==> src/dmmfd_pkg.sv <==
// Shared types and constants of the multimeter serial frame decoder.
package dmmfd_pkg;

  localparam logic [7:0] ByteRestart = 8'h0a;
  localparam logic [7:0] ByteEnd     = 8'h0d;
  localparam logic [7:0] ByteNull    = 8'h00;

  localparam int unsigned FrameLen = 14;
  localparam int unsigned PosW     = $clog2(FrameLen);
  localparam logic [PosW-1:0] LastPos = PosW'(FrameLen - 1);

  // Characters that the meter shows on overflow.
  localparam logic [7:0] CharSemi  = 8'h3b;
  localparam logic [7:0] CharZero  = 8'h30;
  localparam logic [7:0] CharColon = 8'h3a;

  // Byte 7 values that place the decimal point.
  localparam logic [7:0] PointAt2 = 8'd31;
  localparam logic [7:0] PointAt3 = 8'd32;
  localparam logic [7:0] PointAt4 = 8'd34;

  localparam logic [2:0] PointNone = 3'd0;
  localparam logic [2:0] PointTwo  = 3'd2;
  localparam logic [2:0] PointThree = 3'd3;
  localparam logic [2:0] PointFour = 3'd4;

  localparam logic [2:0] PrefixNone  = 3'd0;
  localparam logic [2:0] PrefixMega  = 3'd1;
  localparam logic [2:0] PrefixKilo  = 3'd2;
  localparam logic [2:0] PrefixMilli = 3'd3;
  localparam logic [2:0] PrefixMicro = 3'd4;

  localparam logic [2:0] UnitNone   = 3'd0;
  localparam logic [2:0] UnitFarad  = 3'd1;
  localparam logic [2:0] UnitHertz  = 3'd2;
  localparam logic [2:0] UnitOhm    = 3'd3;
  localparam logic [2:0] UnitAmpere = 3'd4;
  localparam logic [2:0] UnitVolt   = 3'd5;

  localparam logic [2:0] ModeNone = 3'd0;
  localparam logic [2:0] ModeAc   = 3'd1;
  localparam logic [2:0] ModeDc   = 3'd2;
  localparam logic [2:0] ModeDu   = 3'd3;
  localparam logic [2:0] ModeDi   = 3'd4;
  localparam logic [2:0] ModeCa   = 3'd5;
  localparam logic [2:0] ModeFr   = 3'd6;
  localparam logic [2:0] ModeOh   = 3'd7;

  // Bit masks of the status bytes.
  localparam logic [7:0] Bit1 = 8'h02;
  localparam logic [7:0] Bit2 = 8'h04;
  localparam logic [7:0] Bit3 = 8'h08;
  localparam logic [7:0] Bit4 = 8'h10;
  localparam logic [7:0] Bit5 = 8'h20;
  localparam logic [7:0] Bit6 = 8'h40;

  // Frame bytes that the decoder looks at.
  typedef struct packed {
    logic [7:0] b1;
    logic [7:0] b2;
    logic [7:0] b3;
    logic [7:0] b4;
    logic [7:0] b5;
    logic [7:0] b7;
    logic [7:0] b8;
    logic [7:0] b10;
    logic [7:0] b11;
  } frame_t;

  typedef struct packed {
    logic close;
    logic good;
  } close_t;

  typedef struct packed {
    logic       frame_ok;
    logic [7:0] sign_char;
    logic [7:0] digit_one;
    logic [7:0] digit_two;
    logic [7:0] digit_three;
    logic [7:0] digit_four;
    logic [2:0] point_pos;
    logic [2:0] prefix_code;
    logic [2:0] unit_code;
    logic [2:0] mode_code;
    logic       over_range;
  } res_t;

endpackage

==> src/dmm_serial_frame_decoder.sv <==
// Top level of the multimeter serial frame decoder.
// Takes one received byte per cycle and gives one word per closed 14-byte frame (or per
// early end byte): a decoded reading when the frame is good, an all-zero word with
// frame_ok low otherwise. A byte passes through the input register and the decode logic
// into the result register. The input is stalled only while the result register holds a
// word that the downstream side is stalling; otherwise a byte is taken in every cycle.
module dmm_serial_frame_decoder (
  input  logic       clk_i,
  input  logic       rst_ni,
  input  logic       in_valid_i,
  output logic       in_stall_o,
  input  logic [7:0] rx_byte_i,
  output logic       out_valid_o,
  input  logic       out_stall_i,
  output logic       frame_ok_o,
  output logic [7:0] sign_char_o,
  output logic [7:0] digit_one_o,
  output logic [7:0] digit_two_o,
  output logic [7:0] digit_three_o,
  output logic [7:0] digit_four_o,
  output logic [2:0] point_pos_o,
  output logic [2:0] prefix_code_o,
  output logic [2:0] unit_code_o,
  output logic [2:0] mode_code_o,
  output logic       over_range_o
);

  logic              en;
  logic              out_valid_q;
  dmmfd_pkg::res_t   res_q, res;
  dmmfd_pkg::frame_t frame;
  dmmfd_pkg::close_t close;

  // The whole pipeline moves unless a finished word is being held back.
  assign en         = !(out_valid_q && out_stall_i);
  assign in_stall_o = !en;

  dmmfd_collect u_collect (
    .clk_i      (clk_i),
    .rst_ni     (rst_ni),
    .en_i       (en),
    .in_valid_i (in_valid_i),
    .rx_byte_i  (rx_byte_i),
    .frame_o    (frame),
    .close_o    (close)
  );

  dmmfd_decode u_decode (
    .clk_i    (clk_i),
    .rst_ni   (rst_ni),
    .commit_i (en && close.good),
    .good_i   (close.good),
    .frame_i  (frame),
    .res_o    (res)
  );

  always_ff @(posedge clk_i or negedge rst_ni) begin
    if (!rst_ni) begin
      out_valid_q <= 1'b0;
    end else if (en) begin
      out_valid_q <= close.close;
    end
  end

  always_ff @(posedge clk_i) begin
    if (en && close.close) begin
      res_q <= res;
    end
  end

  assign out_valid_o   = out_valid_q;
  assign frame_ok_o    = res_q.frame_ok;
  assign sign_char_o   = res_q.sign_char;
  assign digit_one_o   = res_q.digit_one;
  assign digit_two_o   = res_q.digit_two;
  assign digit_three_o = res_q.digit_three;
  assign digit_four_o  = res_q.digit_four;
  assign point_pos_o   = res_q.point_pos;
  assign prefix_code_o = res_q.prefix_code;
  assign unit_code_o   = res_q.unit_code;
  assign mode_code_o   = res_q.mode_code;
  assign over_range_o  = res_q.over_range;

  // A failed frame carries nothing but its flag.
  assert property (@(posedge clk_i) disable iff (!rst_ni)
    out_valid_o && !frame_ok_o |-> sign_char_o == 8'h00 && digit_four_o == 8'h00
      && point_pos_o == dmmfd_pkg::PointNone && prefix_code_o == dmmfd_pkg::PrefixNone
      && unit_code_o == dmmfd_pkg::UnitNone && mode_code_o == dmmfd_pkg::ModeNone
      && !over_range_o)
    else $error("failed frame word carries decoded fields");

  assert property (@(posedge clk_i) disable iff (!rst_ni)
    out_valid_o && frame_ok_o |-> point_pos_o != 3'd1 && point_pos_o <= dmmfd_pkg::PointFour
      && prefix_code_o <= dmmfd_pkg::PrefixMicro && unit_code_o <= dmmfd_pkg::UnitVolt)
    else $error("decoded code out of range");

  // A held word must back-pressure the input so that no closing byte is lost.
  assert property (@(posedge clk_i) disable iff (!rst_ni)
    out_valid_o && out_stall_i |-> in_stall_o)
    else $error("input accepted while result word is held");

  // The prefix, once set by a good frame, never returns to none; the unit is held alike.
  assert property (@(posedge clk_i) disable iff (!rst_ni)
    out_valid_o && !out_stall_i && frame_ok_o && prefix_code_o != dmmfd_pkg::PrefixNone
      ##1 out_valid_o && frame_ok_o |-> prefix_code_o != dmmfd_pkg::PrefixNone)
    else $error("held prefix lost");

endmodule

==> src/dmmfd_collect.sv <==
// Input register, byte position counter and capture of the frame bytes.
module dmmfd_collect (
  input  logic                clk_i,
  input  logic                rst_ni,
  input  logic                en_i,
  input  logic                in_valid_i,
  input  logic [7:0]          rx_byte_i,
  output dmmfd_pkg::frame_t   frame_o,
  output dmmfd_pkg::close_t   close_o
);

  logic                         vld_q;
  logic [7:0]                   byte_q;
  logic [dmmfd_pkg::PosW-1:0]   count_q, count_d;
  logic [dmmfd_pkg::PosW-1:0]   pos;
  logic                         full;
  dmmfd_pkg::frame_t            frame_q, frame_d;
  logic [7:0]                   b12_q, b12_d;

  always_comb begin
    // A restart byte always lands at position 0.
    pos  = (byte_q == dmmfd_pkg::ByteRestart) ? '0 : count_q;
    full = (pos == dmmfd_pkg::LastPos);

    close_o.close = vld_q && (full || (byte_q == dmmfd_pkg::ByteEnd));
    close_o.good  = vld_q && full && (b12_q == dmmfd_pkg::ByteNull)
                    && (byte_q == dmmfd_pkg::ByteEnd);

    frame_d = frame_q;
    b12_d   = b12_q;
    case (pos)
      4'd1:    frame_d.b1  = byte_q;
      4'd2:    frame_d.b2  = byte_q;
      4'd3:    frame_d.b3  = byte_q;
      4'd4:    frame_d.b4  = byte_q;
      4'd5:    frame_d.b5  = byte_q;
      4'd7:    frame_d.b7  = byte_q;
      4'd8:    frame_d.b8  = byte_q;
      4'd10:   frame_d.b10 = byte_q;
      4'd11:   frame_d.b11 = byte_q;
      4'd12:   b12_d       = byte_q;
      default: ;
    endcase

    count_d = close_o.close ? '0 : pos + 1'b1;
  end

  always_ff @(posedge clk_i or negedge rst_ni) begin
    if (!rst_ni) begin
      vld_q   <= 1'b0;
      count_q <= '0;
    end else if (en_i) begin
      vld_q <= in_valid_i;
      if (vld_q) begin
        count_q <= count_d;
      end
    end
  end

  always_ff @(posedge clk_i) begin
    if (en_i) begin
      if (in_valid_i) begin
        byte_q <= rx_byte_i;
      end
      if (vld_q) begin
        frame_q <= frame_d;
        b12_q   <= b12_d;
      end
    end
  end

  assign frame_o = frame_q;

endmodule

==> src/dmmfd_decode.sv <==
// Decoding of a closed frame and the held prefix and unit codes.
module dmmfd_decode (
  input  logic               clk_i,
  input  logic               rst_ni,
  input  logic               commit_i,
  input  logic               good_i,
  input  dmmfd_pkg::frame_t  frame_i,
  output dmmfd_pkg::res_t    res_o
);

  logic [2:0] held_prefix_q, held_prefix_d;
  logic [2:0] held_unit_q, held_unit_d;
  logic [2:0] point;
  logic [2:0] mode;
  logic       over;

  always_comb begin
    if (frame_i.b7 == dmmfd_pkg::PointAt2) begin
      point = dmmfd_pkg::PointTwo;
    end else if (frame_i.b7 == dmmfd_pkg::PointAt3) begin
      point = dmmfd_pkg::PointThree;
    end else if (frame_i.b7 == dmmfd_pkg::PointAt4) begin
      point = dmmfd_pkg::PointFour;
    end else begin
      point = dmmfd_pkg::PointNone;
    end

    // With no prefix or unit bit set, the last decoded value stands.
    if ((frame_i.b10 & dmmfd_pkg::Bit3) != '0) begin
      held_prefix_d = dmmfd_pkg::PrefixMega;
    end else if ((frame_i.b10 & dmmfd_pkg::Bit4) != '0) begin
      held_prefix_d = dmmfd_pkg::PrefixKilo;
    end else if ((frame_i.b10 & dmmfd_pkg::Bit5) != '0) begin
      held_prefix_d = dmmfd_pkg::PrefixMilli;
    end else if ((frame_i.b10 & dmmfd_pkg::Bit6) != '0) begin
      held_prefix_d = dmmfd_pkg::PrefixMicro;
    end else begin
      held_prefix_d = held_prefix_q;
    end

    if ((frame_i.b11 & dmmfd_pkg::Bit2) != '0) begin
      held_unit_d = dmmfd_pkg::UnitFarad;
    end else if ((frame_i.b11 & dmmfd_pkg::Bit3) != '0) begin
      held_unit_d = dmmfd_pkg::UnitHertz;
    end else if ((frame_i.b11 & dmmfd_pkg::Bit4) != '0) begin
      held_unit_d = dmmfd_pkg::UnitOhm;
    end else if ((frame_i.b11 & dmmfd_pkg::Bit5) != '0) begin
      held_unit_d = dmmfd_pkg::UnitAmpere;
    end else if ((frame_i.b11 & dmmfd_pkg::Bit6) != '0) begin
      held_unit_d = dmmfd_pkg::UnitVolt;
    end else begin
      held_unit_d = held_unit_q;
    end

    if ((frame_i.b8 & dmmfd_pkg::Bit2) != '0) begin
      mode = dmmfd_pkg::ModeAc;
    end else if ((frame_i.b8 & dmmfd_pkg::Bit3) != '0) begin
      mode = dmmfd_pkg::ModeDc;
    end else if ((frame_i.b10 & dmmfd_pkg::Bit1) != '0) begin
      mode = dmmfd_pkg::ModeDu;
    end else if ((frame_i.b10 & dmmfd_pkg::Bit2) != '0) begin
      mode = dmmfd_pkg::ModeDi;
    end else if ((frame_i.b11 & dmmfd_pkg::Bit2) != '0) begin
      mode = dmmfd_pkg::ModeCa;
    end else if ((frame_i.b11 & dmmfd_pkg::Bit3) != '0) begin
      mode = dmmfd_pkg::ModeFr;
    end else if ((frame_i.b11 & dmmfd_pkg::Bit4) != '0) begin
      mode = dmmfd_pkg::ModeOh;
    end else begin
      mode = dmmfd_pkg::ModeNone;
    end

    over = (frame_i.b2 == dmmfd_pkg::CharSemi) && (frame_i.b3 == dmmfd_pkg::CharZero)
           && (frame_i.b4 == dmmfd_pkg::CharColon) && (frame_i.b5 == dmmfd_pkg::CharSemi);

    // A bad frame yields an all-zero word apart from the flag itself.
    res_o = '0;
    if (good_i) begin
      res_o.frame_ok    = 1'b1;
      res_o.sign_char   = frame_i.b1;
      res_o.digit_one   = frame_i.b2;
      res_o.digit_two   = frame_i.b3;
      res_o.digit_three = frame_i.b4;
      res_o.digit_four  = frame_i.b5;
      res_o.point_pos   = point;
      res_o.prefix_code = held_prefix_d;
      res_o.unit_code   = held_unit_d;
      res_o.mode_code   = mode;
      res_o.over_range  = over;
    end
  end

  always_ff @(posedge clk_i or negedge rst_ni) begin
    if (!rst_ni) begin
      held_prefix_q <= dmmfd_pkg::PrefixNone;
      held_unit_q   <= dmmfd_pkg::UnitNone;
    end else if (commit_i) begin
      held_prefix_q <= held_prefix_d;
      held_unit_q   <= held_unit_d;
    end
  end

endmodule

==> config.mk <==
export PLATFORM = sky130hd
export DESIGN_NAME = dmm_serial_frame_decoder
export DESIGN_NICKNAME = d
export VERILOG_FILES = /design/src/dmmfd_pkg.sv /design/src/dmm_serial_frame_decoder.sv /design/src/dmmfd_collect.sv /design/src/dmmfd_decode.sv
export SDC_FILE = /design/constraint.sdc
export NUM_CORES = 1
export LEC_CHECK = 0
export BUFFER_PORTS_ARGS = -buffer_cell sky130_fd_sc_hd__buf_2
export CORE_UTILIZATION = 40
export DETAILED_ROUTE_END_ITERATION = 10
export PLACE_DENSITY = 0.63
export SYNTH_ARGS = -nofsm -noshare
export SYNTH_HDL_FRONTEND = slang
export SYNTH_SLANG_ARGS = --single-unit
==> constraint.sdc <==
create_clock -name clk_i -period 3.5 [get_ports clk_i]
set_input_delay 0.7 -clock clk_i [delete_from_list [all_inputs] [get_ports clk_i]]
set_output_delay 0.7 -clock clk_i [all_outputs]
set_load 0.02 [all_outputs]
==> results of run 1 <==
[per-stage QoR]
stage / instance area [sq um] / total power, W
floorplan: 5510 / 0.00236
global placement: 6090 / 0.00251
detailed placement: 6090 / 0.00251
CTS: 6710 / 0.00437
global route: 6710 / 0.00450
finish: 6710 / 0.00435
[power breakdown]
group          leakage [nW]  switching [W]  internal (W)
registers              1.42      0.0000753       0.00201
logic                  1.00       0.000270      0.000126
clock network         0.296       0.000673       0.00119
[cells by family (layout without fill, tap and decap cells)]
family / after synthesis / in the layout
buf+inv: 22 / 117
fa+ha+maj: 4 / 4
compound gates: 40 / 40
mux: 1 / 1
simple gates: 126 / 126
flops: 143 / 143
[worst max-delay path by stage]
stage	from	endpoint	cells after the start
detailed placement	u_collect.byte_q[7]	digit_three_o[1]	10
CTS	u_collect.byte_q[7]	digit_four_o[5]	10
global placement	u_collect.byte_q[7]	sign_char_o[0]	10
finish	u_collect.byte_q[7]	digit_one_o[4]	10
global route	u_collect.byte_q[7]	digit_one_o[0]	10
floorplan	u_collect.byte_q[5]	digit_four_o[0]	9
[placed cells by master, fill, tap and decap left out, drive strengths merged, types with 10 or more instances in the layout]
cell,count
edfxtp,131
buf,76
and3,44
clkbuf,18
nor2,12
dfrtp,12
nand2,11
nor3,10
[worst max-delay path, stage by stage, from the launching register on]
cell	delay, ns
edfxtp_1	0.54
nor4_4	0.39
nand4_1	0.24
and2_1	0.25
inv_1	0.09
ha_1	0.21
and3_1	0.22
o21ai_1	0.10
a22oi_2	0.23
and3_2	0.25
buf_12	0.25
[layout make-up]
cell class              count  area [sq um]  area share [%]
flip-flops and latches    143          4230            63.1
multi-input cells         171          1180            17.6
clock buffers              18           429            6.40
repair buffers             76           415            6.19
well taps                 176           220            3.28
clock inverters            14           193            2.87
inverters                   9          33.8           0.504
[state kept, by name, indices dropped and copies added (netlist names)]
register                cells
u_collect.vld_q             1
unit_code_o                 3
sign_char_o                 8
frame_ok_o                  1
digit_three_o               8
u_decode.held_prefix_q      3
out_valid_o                 1
point_pos_o                 3
u_collect.frame_o          61
u_collect.byte_q            8
u_collect.count_q           4
u_decode.held_unit_q        3
digit_two_o                 8
prefix_code_o               3
over_range_o                1
digit_one_o                 8
mode_code_o                 3
digit_four_o                8
u_collect.b12_q             8
[layer usage]
metal  share of wire (%)  vias to the layer above
met3                 5.5                       13
met2                  50                      114
met4                 1.1                        0
li1                    -                     1486
met5                   0                        -
met1                  44                     1546
==> metrics.cfg, run 1 <==
[synth]
ys.flop_type=edfxtp_1
synthXorXnorAreaFrac_pct=0
synth_area_sq_um=5510
syn_inst=336
synth_top_area_share_pct=71.4
synth_fa_ha_area_share_pct=0.908
postSynth.asyncResetShare_pct=8.39
synth-simple-area-share_pct=15.3
synth-edff-count=131
yosys-top-cells-count=131 x edfxtp_1, 44 x and3_1, 12 x dfrtp_1, 12 x nor2_1
seq_area_frac_synth_pct=76.9
synthMuxAreaShare_pct=0.204
ys_top_cells_by_area=edfxtp_1 71%, dfrtp_1 5.5%, and3_1 5.0%, and4b_1 1.5%, ha_1 0.91%
synth.distinct_cells=53
synth_top_family_by_area=simple AND/OR/NAND/NOR gates
synth_top_cell_by_area=edfxtp_1
synth.most_common_cell=edfxtp_1
syn_nets=352
synth_compound_area_share_pct=5.04
ys_seq_elements=143
synth_warnings=0
syn_avg_cell_area_sq_um=16.4

[drt]
num_vias=3159
routed_via_density=5.20
drt_wl_total_mm=10.4
avgRoutedWirePerCell_um=17.1
drc=0
drt_iter0_markers=323
dr.pass1.iters=5
drtAntennaViolNets=0

[flow_run]
drv_cap=0

[global_routing]
met2_usage_pct=25.1
met3_usage_pct=4.45
grt_pass1_wl_mm=16.6
grt_pass1_vias=3176
use_met1_pct=19.8
grt.total_usage_pct=15.7
gr-max-usage-layer=met2
grt_max_degree=55
grt_antenna_before_repair=0
overflow=0

[die]
die_w_um=119
chipHeight_um=119
start_util_pct=41.3
core_sq_um=13300
num_rows=42
dieArea_sq_um=14200
ios=68

[sta]
fmax_mhz=321
slew-limit-headroom_pct=72.3
min_period_over_period_pct=89.1
finClkSkew_ns=0.00823
slew_viol_final=0
tns_ns=0
setup_viol=0
min_period_ns=3.12
hold_slack_ns=0.174
hold_violations=0
worst_pin_slew_ns=0.415
rsz0062_at_grt=no
setup_ws_ns=0.380

[place]
io_buffers=67
dp_hpwl_mm=6.69
dp_worst_setup_slack_ns=0.419
gp_congestion=0.883
placedCellCount=575

[clock_tree]
htreeDepth=4
post_cts_buffers=0
cts.sinks=143
ctsResizeCount=0
cts_root_buf=clkbuf_16
clkSlewWorstSetupHoldPaths_ns=0.06
clock_path_buffers=2
clkLatencyLatePin_ns=0.41
tritoncts=yes
holdBufCountCts=0
cts_buffers=17

[finish]
fillerInstances=1098
finalNetCount=434
syn_to_final_growth_pct=21.8
final_cells=607
drive_above_1_share_pct=29.2
utilization_pct=50.3
num_antenna_cells=0

[setup_path]
crit_arrival_ns=3.21
reg2reg_depth=10
required_ns=3.59
reg2reg_from=u_collect.byte_q[7]
path_class=reg2reg
crit_path_start_kind=register
crit_path_end_kind=register
r2r_slack_ns=0.38
r2r-end=digit_one_o[4]
critPathMaxFanout=54

[power_and_ir_drop]
power_leakage_nw=2.72
powerDensity_nw_per_um2=648
vdd_drop_max_v=0.000366

[hold_path]
worst_hold_path_type=in2async

[status]
status=finished clean

Power figures use the tool's default switching activity.
==> run 2, diff against run 1 <==
--- a/config.mk
+++ b/config.mk
@@ -6,9 +6,9 @@
 export NUM_CORES = 1
 export LEC_CHECK = 0
 export BUFFER_PORTS_ARGS = -buffer_cell sky130_fd_sc_hd__buf_2
-export CORE_UTILIZATION = 40
+export CORE_UTILIZATION = 50
 export DETAILED_ROUTE_END_ITERATION = 10
-export PLACE_DENSITY = 0.63
+export PLACE_DENSITY = 0.75
 export SYNTH_ARGS = -nofsm -noshare
 export SYNTH_HDL_FRONTEND = slang
 export SYNTH_SLANG_ARGS = --single-unit
==> run 2 against run 1 <==
Against the previous run: worst hold slack worse by 0.11 ns; highest routed layer unchanged; power down 0.62%; non-clock buffer count stayed put; critical endpoint is now point_pos_o[2]; maximum frequency rose by 0.30%; final cell count fell by 6.8%; clock skew is essentially flat; flip-flop and latch count did not move.
==> metrics.cfg, run 2 (synthesized netlist as in run 1, its figures left out) <==
[power_and_ir_drop]
switchingPower_w=0.000963  ; -5.4%
vdd_drop_max_v=0.000284  ; -22%
powerDensity_nw_per_um2=649  ; +0.24%
clkPwrFrac_pct=42.6  ; -0.3 points
power_w=0.00432  ; -0.62%
comb_power_share_pct=9.0  ; about the same
power_leakage_nw=2.73  ; +0.36%
p_int_w=0.00336  ; +0.84%
switching_share_pct=22.3  ; -1.1 points
seq_power_share_pct=48.4  ; +0.4 points

[finish]
syn_to_final_growth_pct=20.7
finalNetCount=434  ; unchanged
final_area_sq_um=6650  ; -0.86%
num_antenna_cells=0  ; unchanged
layout_commonest_cell=edfxtp_1
final_cells=566  ; -6.8%
fillerInstances=736  ; -33%
utilization_pct=63.3  ; +13 points
multi_input_area_sq_um=1180  ; unchanged
layout_common_cells=131 x edfxtp_1, 67 x buf_2, 43 x and3_1
drive_above_1_share_pct=28.8  ; -0.40 points
largest_register_ffs=61  ; unchanged
seq_area_sq_um=4230  ; unchanged

[clock_tree]
clock_path_buffers=2  ; unchanged
post_cts_buffers=0  ; unchanged
htreeDepth=4  ; unchanged
cts.sinks=143  ; unchanged
cts_root_buf=clkbuf_8
holdBufCountCts=0  ; unchanged
tritoncts=yes
ctsResizeCount=0  ; unchanged
cts_buffers=17  ; unchanged
clkSlewWorstSetupHoldPaths_ns=0.06  ; about the same
clkLatencyLatePin_ns=0.52  ; +0.11 ns

[sta]
rsz0062_at_grt=no
fmax_mhz=321  ; +0.30%
hold_violations=0  ; unchanged
setup_viol=0  ; unchanged
min_period_over_period_pct=88.9  ; -0.27 points
min_period_ns=3.11  ; -0.00947 ns
tns_ns=0  ; unchanged
worst_pin_slew_ns=0.447  ; +0.0324 ns
finClkSkew_ns=0.00790  ; -0.000333 ns
slew_viol_final=0  ; unchanged
slew-limit-headroom_pct=70.2  ; -2.1 points

[setup_path]
crit_slowest_cell=edfxtp_1
required_ns=3.80  ; +0.21 ns
crit_path_end_kind=register
path_class=reg2reg
crit_path_start_kind=register
cp_top_family=simple AND/OR/NAND/NOR gates
critPathMaxFanout=18  ; -67%
path_cells=nor4_4, nand4_1, and2_1, inv_1, ha_1, and3_1, and4_4, nand2_2, nor4b_1
crit_arrival_ns=3.41  ; +0.20 ns
max_stage_delay_ns=0.54  ; about the same
timing.critical_path.buf_inv=1  ; -1

[die]
die_w_um=107  ; -10%
ios=68  ; unchanged
start_util_pct=52.4  ; +11 points
core_sq_um=10500  ; -21%
dieArea_sq_um=11400  ; -20%
num_rows=37  ; -12%
chipHeight_um=107  ; -10%

[status]
status=finished clean

[global_routing]
grt.total_usage_pct=18.3  ; +2.6 points
overflow=0  ; unchanged
grt_max_degree=43  ; -22%
grt_pass1_wl_mm=15.1  ; -9.0%
gr-max-usage-layer=met2
met2_usage_pct=30.4  ; +5.3 points
grt_pass1_vias=2985  ; -6.0%
use_met1_pct=21.9  ; +2.1 points
grt_antenna_before_repair=0  ; unchanged
met3_usage_pct=6.20  ; +1.7 points

[place]
io_buffers=67  ; unchanged
dpl_cell_area_sq_um=6040  ; -0.82%
gp_congestion=0.896  ; +1.4%
dp_hpwl_mm=6.33  ; -5.4%
placedCellCount=535  ; -7.0%

[drt]
num_vias=3116  ; -1.4%
avgRoutedWirePerCell_um=17.1  ; -0.28%
drtAntennaViolNets=0  ; unchanged
drc=0  ; unchanged
drt_iter0_markers=236  ; -27%
drt_wl_total_mm=9.68  ; -7.0%
dr.pass1.iters=4  ; -1
routed_via_density=5.51  ; +5.8%

[flow_run]
drv_cap=0  ; unchanged

[hold_path]
worst_hold_path_type=in2async

==> run 2: cell types whose count changed in the layout (fill, tap and decap cells not counted), sizes merged <==
cell and change:
clkbuf +1, bufinv +1, clkinvlp -3
==> run 2: final timing paths <==
kind,startpoint,to,slack (ns),cells after the start
max,u_collect.byte_q[7],point_pos_o[2],0.39,9
min,rst_ni,out_valid_o,0.06,1
max in group asynchronous,rst_ni,u_decode.held_unit_q[1],3.22,1
max reg2reg,u_collect.byte_q[7],point_pos_o[2],0.39,9
min in group clk_i,rx_byte_i[0],u_collect.byte_q[0],0.36,1
min reg2reg,u_decode.held_unit_q[0],u_decode.held_unit_q[0],0.51,1
==> run 2: per-layer routing <==
| layer | up-vias | wire length (um) |
|---|---|---|
| li1 | 1479 | - |
| met1 | 1510 | 4060 |
| met2 | 103 | 4930 |
| met3 | 24 | 465 |
| met4 | 0 | 221 |
| met5 | - | 0 |
==> run 2: through the flow <==
| stage | setup WS (ns) | hold WS [ns] |
|---|---|---|
| finish | 0.389 | 0.0611 |
| global placement | 0.605 | 0.479 |
| global route | 0.162 | 0.0584 |
| detailed placement | 0.405 | 0.500 |
| floorplan | 0.270 | 0.404 |
| CTS | 0.370 | 0.0512 |
==> run 2: area by class of cell <==
class | count | area share (%)
Sequential cell | 143 | 63.7
Inverter | 9 | 0.508
Timing Repair Buffer | 76 | 6.25
Tap cell | 136 | 2.56
Clock inverter | 12 | 2.90
Multi-Input combinational cell | 171 | 17.8
Clock buffer | 19 | 6.34
==> run 2: power groups by stage <==
stage | sequential, W | combinational [W] | clock [W]
after floorplan | 0.00213 | 0.000231 | 0
after global placement | 0.00212 | 0.000377 | 0
after detailed placement | 0.00212 | 0.000386 | 0
after CTS | 0.00209 | 0.000390 | 0.00187
after global routing | 0.00210 | 0.000428 | 0.00194
final | 0.00209 | 0.000388 | 0.00184
==> run 3, diff against run 2 <==
--- a/config.mk
+++ b/config.mk
@@ -6,6 +6,7 @@
 export NUM_CORES = 1
 export LEC_CHECK = 0
 export BUFFER_PORTS_ARGS = -buffer_cell sky130_fd_sc_hd__buf_2
+export CORE_ASPECT_RATIO = 0.6
 export CORE_UTILIZATION = 50
 export DETAILED_ROUTE_END_ITERATION = 10
 export PLACE_DENSITY = 0.75
==> run 3 against run 2 <==
Against the previous run: flip-flop and latch count stayed put; sequential share of layout area about the same; final area hardly changed; power down 0.49%; sequential power is essentially flat; die area is 0.12% higher; core utilization decreased by 0.78 points; maximum frequency is 4.7% lower; clock power down 2%; routed wire length grew 15%; clock skew increased by 0.0024 ns; final cell count increased by 1.1%; critical endpoint is now sign_char_o[4]; largest power group unchanged.
==> metrics.cfg, run 3 (synthesized netlist as in run 1, its figures left out) <==
[status]
status=finished clean

[sta]
fmax_mhz=306  ; -4.7%
rsz0062_at_grt=no
slew_viol_final=0  ; unchanged
finClkSkew_ns=0.0103  ; +0.00237 ns
min_period_ns=3.26  ; +0.153 ns
tns_ns=0  ; unchanged
worst_pin_slew_ns=0.490  ; +0.0424 ns
hold_slack_ns=0.168  ; +0.107 ns
min_period_over_period_pct=93.2  ; +4.4 points
setup_viol=0  ; unchanged
hold_violations=0  ; unchanged
slew-limit-headroom_pct=67.0  ; -3.1 points
setup_ws_ns=0.237  ; -0.153 ns

[global_routing]
grt_antenna_before_repair=0  ; unchanged
grt_pass1_vias=3111  ; +4.2%
grt_pass1_wl_mm=17.2  ; +14%
grt_max_degree=43  ; unchanged
grt.total_usage_pct=21.1  ; +2.7 points
overflow=0  ; unchanged

[finish]
drive_above_1_share_pct=28.9  ; +0.031 points
finalNetCount=436  ; +0.46%
largest_register_ffs=61  ; unchanged
layout_common_cells=131 x edfxtp_1, 67 x buf_2, 43 x and3_1
num_antenna_cells=0  ; unchanged
layout_commonest_cell=edfxtp_1
final_area_sq_um=6650  ; about the same
syn_to_final_growth_pct=20.6  ; about the same

[die]
num_rows=29  ; -22%
core_sq_um=10600  ; +1.2%
chipHeight_um=83.3  ; -22%
dieArea_sq_um=11500  ; +0.12%
start_util_pct=51.8  ; -0.60 points
ios=68  ; unchanged
die_w_um=138  ; +29%

[power_and_ir_drop]
seq_power_share_pct=48.7  ; +0.3 points
p_int_w=0.00326  ; -2.9%
comb_power_share_pct=9.3  ; +0.3 points
power_leakage_nw=2.72  ; -0.40%
power_w=0.00430  ; -0.49%
switchingPower_w=0.00104  ; +8.1%
clkPwrFrac_pct=42.0  ; -0.6 points
powerDensity_nw_per_um2=647  ; -0.42%
vdd_drop_max_v=0.000392  ; +38%
switching_share_pct=24.2  ; +1.9 points

[drt]
routed_via_density=5.62  ; +2.1%
drt_wl_total_mm=11.1  ; +15%
drtAntennaViolNets=0  ; unchanged
drc=0  ; unchanged
dr.pass1.iters=5  ; +1
avgRoutedWirePerCell_um=19.5  ; +14%
drt_iter0_markers=304  ; +29%
num_vias=3215  ; +3.2%

[clock_tree]
holdBufCountCts=0  ; unchanged
tritoncts=yes
clkSlewWorstSetupHoldPaths_ns=0.06  ; about the same
cts_buffers=17  ; unchanged
clkLatencyLatePin_ns=0.42  ; -0.10 ns
htreeDepth=4  ; unchanged
post_cts_buffers=0  ; unchanged
clock_path_buffers=2  ; unchanged
ctsResizeCount=0  ; unchanged
cts_root_buf=clkbuf_16
cts.sinks=143  ; unchanged

[place]
gp_congestion=0.937  ; +4.7%
io_buffers=67  ; unchanged
dp_worst_setup_slack_ns=0.288  ; -0.117 ns
dp_hpwl_mm=7.14  ; +13%
dpl_cell_area_sq_um=6060  ; +0.31%

[hold_path]
worst_hold_path_type=in2async

[setup_path]
crit_path_start_kind=register
crit_arrival_ns=3.35  ; -0.06 ns
required_ns=3.58  ; -0.22 ns
crit_path_end_kind=register
path_class=reg2reg
critPathMaxFanout=24  ; +6

[flow_run]
drv_cap=0  ; unchanged

-- run 3: critical path, cell delays in order (launching register included) --
cell	delay [ns]
edfxtp_1	0.55
nor4_4	0.40
nand4_1	0.26
and2_1	0.27
inv_1	0.09
ha_1	0.20
and3_1	0.23
o21ai_1	0.11
a22oi_2	0.23
and3_2	0.26
buf_4	0.31
-- run 3: routing by layer --
metal,GRT usage [%],routed length [um]
met2,29.1,4940
met4,6.69,84
met3,6.35,877
met5,0,0
met1,31.8,5230
-- run 3: layout make-up --
class / count / area, sq um
clock buffer: 18 / 429
clock inverter: 14 / 161
fill: 784 / 3990
inverter: 9 / 33.8
multi-input combinational: 171 / 1180
sequential: 143 / 4230
tap: 139 / 174
timing repair buffer: 78 / 430
-- run 3: through the flow --
step	instances	util, %
after floorplan	336	-
after global placement	540	57.0
after detailed placement	540	57.0
after CTS	572	62.5
after global routing	572	62.5
final	572	62.5
-- run 3: power groups by stage --
stage	combinational [W]	clock (W)	sequential, W
2_1_floorplan	0.000231	0	0.00213
3_3_place_gp	0.000385	0	0.00212
3_5_place_dp	0.000395	0	0.00212
4_1_cts	0.000398	0.00183	0.00209
5_1_grt	0.000440	0.00190	0.00211
6_report	0.000402	0.00180	0.00209
-- run 3: final timing paths --
check / from / to / slack [ns] / cells past startpoint
max: u_collect.byte_q[7] / sign_char_o[4] / 0.24 / 10
min: rst_ni / u_decode.held_unit_q[2] / 0.17 / 1
max reg2reg: u_collect.byte_q[7] / sign_char_o[4] / 0.24 / 10
min reg2reg: u_decode.held_unit_q[0] / u_decode.held_unit_q[0] / 0.51 / 1
max in group asynchronous: rst_ni / u_collect.count_q[3] / 3.10 / 1
min in group clk_i: rx_byte_i[5] / u_collect.byte_q[5] / 0.46 / 1
